--- src/rtl/core/cmd_pkg.sv ---
// Shared types and constants for the chat message deframer.
`timescale 1ns / 1ps

package cmd_pkg;

    localparam int MAX_CONTENT_DEF = 1023;

    localparam logic [2:0] HDR_LEN      = 3'd6;
    localparam logic [2:0] ADDR_LEN     = 3'd4;
    localparam logic [7:0] NEWLINE_BYTE = 8'h0A;
    localparam logic [7:0] START_MSG    = 8'h00;
    localparam logic [7:0] START_SHUT   = 8'h01;

    typedef enum logic [1:0] {
        PH_IDLE    = 2'd0,
        PH_HEADER  = 2'd1,
        PH_CONTENT = 2'd2,
        PH_SHUT    = 2'd3
    } phase_t;

    typedef enum logic [1:0] {
        KIND_CONTENT  = 2'd0,
        KIND_END      = 2'd1,
        KIND_SHUTDOWN = 2'd2
    } kind_t;

    typedef struct packed {
        kind_t       kind;
        logic [7:0]  data_byte;
        logic [31:0] sender_addr;
        logic [15:0] src_port;
        logic        overflow;
    } result_t;

endpackage

--- src/rtl/core/cmd_parse.sv ---
// Message framing state machine: header capture, content limit, result build.
`timescale 1ns / 1ps

module cmd_parse #(
    parameter int MAX_CONTENT = cmd_pkg::MAX_CONTENT_DEF
) (
    input  logic             clk,
    input  logic             rst_n,
    input  logic             accept,
    input  logic [7:0]       in_byte,
    output logic             res_valid,
    output cmd_pkg::result_t res
);

    localparam int CntW = $clog2(MAX_CONTENT + 1);
    localparam logic [CntW-1:0] CntMax = CntW'(MAX_CONTENT);

    cmd_pkg::phase_t phase_reg, phase_next;
    logic [2:0]      header_count_reg, header_count_next;
    logic [31:0]     addr_reg, addr_next;
    logic [15:0]     port_reg, port_next;
    logic [CntW-1:0] content_count_reg, content_count_next;
    logic            dropped_reg, dropped_next;

    always_ff @(posedge clk or negedge rst_n)
    begin
        if (!rst_n)
        begin
            phase_reg         <= cmd_pkg::PH_IDLE;
            header_count_reg  <= '0;
            addr_reg          <= '0;
            port_reg          <= '0;
            content_count_reg <= '0;
            dropped_reg       <= 1'b0;
        end
        else if (accept)
        begin
            phase_reg         <= phase_next;
            header_count_reg  <= header_count_next;
            addr_reg          <= addr_next;
            port_reg          <= port_next;
            content_count_reg <= content_count_next;
            dropped_reg       <= dropped_next;
        end
    end

    always_comb
    begin
        phase_next         = phase_reg;
        header_count_next  = header_count_reg;
        addr_next          = addr_reg;
        port_next          = port_reg;
        content_count_next = content_count_reg;
        dropped_next       = dropped_reg;
        res_valid          = 1'b0;
        res.kind           = cmd_pkg::KIND_CONTENT;
        res.data_byte      = 8'd0;
        res.sender_addr    = addr_reg;
        res.src_port       = port_reg;
        res.overflow       = 1'b0;

        case (phase_reg)
            cmd_pkg::PH_IDLE:
            begin
                if (in_byte == cmd_pkg::START_SHUT)
                begin
                    phase_next      = cmd_pkg::PH_SHUT;
                    res_valid       = 1'b1;
                    res.kind        = cmd_pkg::KIND_SHUTDOWN;
                    res.sender_addr = 32'd0;
                    res.src_port    = 16'd0;
                end
                else if (in_byte == cmd_pkg::START_MSG)
                begin
                    phase_next         = cmd_pkg::PH_HEADER;
                    header_count_next  = '0;
                    addr_next          = '0;
                    port_next          = '0;
                    content_count_next = '0;
                    dropped_next       = 1'b0;
                end
            end

            cmd_pkg::PH_HEADER:
            begin
                // header bytes are data, a newline included
                if (header_count_reg < cmd_pkg::ADDR_LEN)
                    addr_next = {addr_reg[23:0], in_byte};
                else
                    port_next = {port_reg[7:0], in_byte};
                if (header_count_reg == cmd_pkg::HDR_LEN - 3'd1)
                begin
                    header_count_next = '0;
                    phase_next        = cmd_pkg::PH_CONTENT;
                end
                else
                    header_count_next = header_count_reg + 3'd1;
            end

            cmd_pkg::PH_CONTENT:
            begin
                if (in_byte == cmd_pkg::NEWLINE_BYTE)
                begin
                    res_valid          = 1'b1;
                    res.kind           = cmd_pkg::KIND_END;
                    res.overflow       = dropped_reg;
                    phase_next         = cmd_pkg::PH_IDLE;
                    content_count_next = '0;
                    dropped_next       = 1'b0;
                end
                else if (content_count_reg < CntMax)
                begin
                    content_count_next = content_count_reg + CntW'(1);
                    res_valid          = 1'b1;
                    res.data_byte      = in_byte;
                end
                else
                    dropped_next = 1'b1; // drop the byte, flag it at the end
            end

            default:
            begin
                res_valid = 1'b0;
            end
        endcase
    end

endmodule

--- src/rtl/core/cmd_out_buf.sv ---
// Two-entry output buffer that decouples result delivery from input acceptance.
`timescale 1ns / 1ps

module cmd_out_buf (
    input  logic             clk,
    input  logic             rst_n,
    input  logic             push,
    input  cmd_pkg::result_t push_data,
    output logic             full,
    output logic             out_valid,
    input  logic             out_ready,
    output cmd_pkg::result_t out_data
);

    cmd_pkg::result_t slot_reg [2];
    logic             wr_ptr_reg, wr_ptr_next;
    logic             rd_ptr_reg, rd_ptr_next;
    logic [1:0]       count_reg, count_next;
    logic             pop;

    assign full      = (count_reg == 2'd2);
    assign out_valid = (count_reg != 2'd0);
    assign out_data  = slot_reg[rd_ptr_reg];
    assign pop       = out_valid && out_ready;

    always_comb
    begin
        wr_ptr_next = push ? ~wr_ptr_reg : wr_ptr_reg;
        rd_ptr_next = pop ? ~rd_ptr_reg : rd_ptr_reg;
        count_next  = count_reg + {1'b0, push} - {1'b0, pop};
    end

    always_ff @(posedge clk or negedge rst_n)
    begin
        if (!rst_n)
        begin
            wr_ptr_reg <= 1'b0;
            rd_ptr_reg <= 1'b0;
            count_reg  <= 2'd0;
        end
        else
        begin
            wr_ptr_reg <= wr_ptr_next;
            rd_ptr_reg <= rd_ptr_next;
            count_reg  <= count_next;
        end
    end

    always_ff @(posedge clk)
    begin
        if (push)
            slot_reg[wr_ptr_reg] <= push_data;
    end

endmodule

--- src/rtl/core/chat_message_deframer_top.sv ---
// A result is written into the output buffer when its byte is accepted and is presented from there in order.
// Throughput: one byte per cycle; in_ready stays high while a result waits,
// dropping only when both entries of the two-entry output buffer are occupied.
// Reset clears the framing state (idle phase, counters, address and port)
// and empties the output buffer; no clearing pass is needed.
`timescale 1ns / 1ps

module chat_message_deframer_top #(
    parameter int MAX_CONTENT = cmd_pkg::MAX_CONTENT_DEF
) (
    input  logic        clk,
    input  logic        rst_n,
    input  logic        in_valid,
    output logic        in_ready,
    input  logic [7:0]  in_byte,
    output logic        out_valid,
    input  logic        out_ready,
    output logic [1:0]  kind,
    output logic [7:0]  data_byte,
    output logic [31:0] sender_addr,
    output logic [15:0] src_port,
    output logic        overflow
);

    logic             accept;
    logic             res_valid;
    logic             buf_full;
    cmd_pkg::result_t res;
    cmd_pkg::result_t out_data;

    assign in_ready = !buf_full;
    assign accept   = in_valid && in_ready;

    cmd_parse #(
        .MAX_CONTENT (MAX_CONTENT)
    ) u_parse (
        .clk       (clk),
        .rst_n     (rst_n),
        .accept    (accept),
        .in_byte   (in_byte),
        .res_valid (res_valid),
        .res       (res)
    );

    cmd_out_buf u_out_buf (
        .clk       (clk),
        .rst_n     (rst_n),
        .push      (accept && res_valid),
        .push_data (res),
        .full      (buf_full),
        .out_valid (out_valid),
        .out_ready (out_ready),
        .out_data  (out_data)
    );

    assign kind        = out_data.kind;
    assign data_byte   = out_data.data_byte;
    assign sender_addr = out_data.sender_addr;
    assign src_port    = out_data.src_port;
    assign overflow    = out_data.overflow;

endmodule

--- config.mk ---
export PLATFORM = sky130hd
export DESIGN_NAME = chat_message_deframer_top
export DESIGN_NICKNAME = d
export VERILOG_FILES = /design/src/rtl/core/cmd_pkg.sv /design/src/rtl/core/cmd_parse.sv /design/src/rtl/core/cmd_out_buf.sv /design/src/rtl/core/chat_message_deframer_top.sv
export SDC_FILE = /design/constraint.sdc
export NUM_CORES = 1
export LEC_CHECK = 0
export ABC_AREA = 1
export BUFFER_PORTS_ARGS = -buffer_cell sky130_fd_sc_hd__clkbuf_2
export CORE_ASPECT_RATIO = 1.75
export CORE_UTILIZATION = 45
export DETAILED_ROUTE_END_ITERATION = 6
export PLACE_DENSITY = 0.59
export SYNTH_ARGS = -nofsm -noshare
export SYNTH_HDL_FRONTEND = slang
export SYNTH_SLANG_ARGS = --single-unit
--- constraint.sdc ---
create_clock -name clk -period 8.1 [get_ports clk]
set_input_delay 0.81 -clock clk [delete_from_list [all_inputs] [get_ports clk]]
set_output_delay 0.81 -clock clk [all_outputs]
set_load 0.01 [all_outputs]
==> impl_results.md <==
- Status: finished, final reports clean
- Die span in y: around 180 um
- Post-Syn Area per Cell: between 9 and 10 um^2
- Synthesized Nets: 864
- CTS Hold Buffers Added: 0
- Post-CTS setup buffers: 0
- WP data required: 7.29 ns
- Sequential fraction of the synthesis area: 0.656
- Synth area leader: edfxtp_1
- Commonest cells after routing, fill and taps aside: 382 x nand2_1, 118 x edfxtp_1, 84 x nor2_1
- Leak: about 0.0042 uW
- XOR/XNOR share of the synthesized area: 0.00329
- Die Width: 103 um
- HP Class: register to register
- Initial DRC count: approximately 260
- Post-Syn Area: about 0.008 mm^2
- Worst Clk Skew: roughly 0.01 ns
- Mux cell area share after synthesis: 0
- Worst setup path category: register to output port
- Final setup vio count: 0
- Vias in the first global route: between 5000 and 6000
- Critical path, cell by cell: buf_4 > clkinv_1 > buf_4 > nand2_1 > nand2_1 > clkbuf_2
- Synth Warn #: 0
- Layout overhead on the synthesized area: 14.0%
- CP Max Fanout: 60
- First-pass GRT wire length: roughly 26000 um
- Std-Cell Rows: 64
- Worst-path clk slew: 0.07 ns
- GPL Wtd Cong: 0.808
- Initial Utilization: 0.458
- Mapped Cells: approximately 850
- Pins over their slew limit: 0
- Netlist cell types: 32
- Clock network power share: 0.279
- Crit path DAT: 3.04 ns
- RSZ-0062 raised after global routing: no
- Max Cap Viol: 0
- Fin Setup TNS: 0 ns
- Complex-gate fraction of the synthesized area: 0.0182
- Logic pwr share: 0.291
- Top cells by area in the synthesized netlist: edfxtp_1 44%, dfrtp_1 21%, nand2_1 18%
- Boundary pin count: 73
- WP buf/inv: 4
- Simple-gate share of the synthesized area: 0.254
- Post-CTS Resized: 0
- Cts bufs inserted: 17
- Clock root buffer: clkbuf_16
- Core footprint: around 0.017 mm^2
- CTS max path bufs: 2
- Worst VDD drop: 179 uV
- Largest family of logic cells by synthesized area: simple AND/OR/NAND/NOR gates
- Full die area: 0.0183 mm^2
- Critical Path Source Type: register
- Post-route clock period utilization: 0.475
- Share of cells above drive strength 1: 0.143
- Post-synthesis adder-cell area fraction: 0.0110
- Fmax: 0.260 GHz
- Share of the synthesized area in the top cell type: 0.443
- NumNets Final: between 900 and 1000
- Clk_lat worst skew: between 0.4 and 0.5 ns
- Max incr delay on CP: slightly below 0.8 ns
- Routed Antenna Nets: 0
- Internal: about 1800 uW
- DR pass1 iterations: 5
- Max transition margin: 0.361
- Hold Vio Cnt, Final: 0
- CP max-delay cell: clkinv_1
- Non-Filler Instances: about 1200
- Worst Tran Pin Value: 0.959 ns
- DP HPWL: about 11000 um
- Max reg flops: between 100 and 150
- Reg power frac: 0.431
- Switching share of power: 0.358
- Routed WL: 16400 um
- CTS tree: built
- Reg-to-reg slack, setup: ~5.3 ns
- # H-tree levels: 4
- Port bufs: 72
- Pwr dens: between 300 and 400 mW/mm^2
- Pin count of the biggest net entering global routing: 69
- N_diodes: 0
- Commonest non-fill, non-tap cell in the layout: nand2_1
- Top Family by Delay on Critical Path: buffers and inverters
- CP endpoint kind: output port
- # DRC: 0
- GR Overflow Total: 0
- Wire per inst: 14.2 um
- CTS sink cnt: roughly 190
- FF+latch count, synth: approximately 190
- Finished Core Util: 0.522
- Net Sw Power: ~1000 uW
- Via count: about 5400
- Min cycle time layout: about 3.9 ns
- Vias per Instance: between 4 and 5
- Inst Count DP: 1125
- Gr usage total: 0.194
- Initial antenna violation count: 0
-- layer usage --
metal,GRT usage,part of all wire,up-vias
met5,0,0,-
met4,0.0716,0.018,0
met2,0.356,0.55,79
met1,0.218,0.41,2557
met3,0.0376,0.023,22
li1,-,-,2773
-- per-stage QoR --
stage                     total power, uW  area (um^2)  worst slack [ns]  hold WS [ns]
after global routing                 3010         9110              4.02         0.489
final                                2830         9110              4.25         0.475
after global placement               2070         8550              4.64         0.455
after CTS                            2870         9110              4.18         0.477
after floorplan                      1780         7990              3.70         0.442
after detailed placement             2090         8550              4.65         0.462
-- area by class of cell --
cell class / instances / area (um^2)
Inverter: 86 / 323
Tap cell: 231 / 289
Timing Repair Buffer: 77 / 398
Clock buffer: 18 / 429
Sequential cell: 186 / 5250
Clock inverter: 14 / 129
Multi-Input combinational cell: 545 / 2300
Fill cell: 1655 / 8350
-- cell usage after synthesis --
cell type	number
clkinv_1	1
buf_2	8
nand2_1	382
ha_1	7
nor3_2	1
o21ai_1	10
xnor2_1	2
buf_6	2
nor2_2	2
clkbuf_1	15
nor2_8	1
a21oi_2	1
edfxtp_1	118
or2_2	5
buf_4	1
nand3b_1	2
o21ai_0	12
a21oi_1	2
inv_2	4
clkbuf_2	1
nand4_1	3
xor2_1	1
dfrtp_1	68
o21ai_4	1
inv_1	81
nand3_1	22
nand3_2	3
nand2_2	1
buf_1	1
nand2_4	1
nor2_4	1
nor2_1	85
-- power groups by stage --
stage / sequential (uW) / clock [uW] / combinational (uW)
finish: 1220 / 788 / 821
global route: 1230 / 838 / 942
CTS: 1220 / 804 / 849
detailed placement: 1240 / 0 / 846
global placement: 1240 / 0 / 835
floorplan: 1220 / 0 / 560
-- cell families after synthesis --
family | count (synthesis)
buffers and inverters | 114
AND/OR/NAND/NOR | 509
adder cells (fa/ha/maj) | 7
AO/OA/AOI/OAI | 26
XOR/XNOR | 3
flip-flops | 186
-- path summary, 6_finish.rpt --
path | from | end | cells past startpoint
worst max-delay path | u_out_buf.rd_ptr_reg | src_port[5] | 6
worst min-delay path | u_out_buf.wr_ptr_reg | u_out_buf.wr_ptr_reg | 2
worst max register to register | u_parse.phase_reg[0] | u_out_buf.slot_reg[1][5] | 7
worst min register to register | u_out_buf.wr_ptr_reg | u_out_buf.wr_ptr_reg | 2
max in group asynchronous | rst_n | u_out_buf.rd_ptr_reg | 2
min in group asynchronous | rst_n | u_parse.port_reg[10] | 2
-- worst min-delay path, delay by kind of cell, from the launching register on --
kind	cells	cell delay, ns
simple gates	2	0.09
flops	1	0.35
No activity file was read; power rests on OpenSTA's default activity.
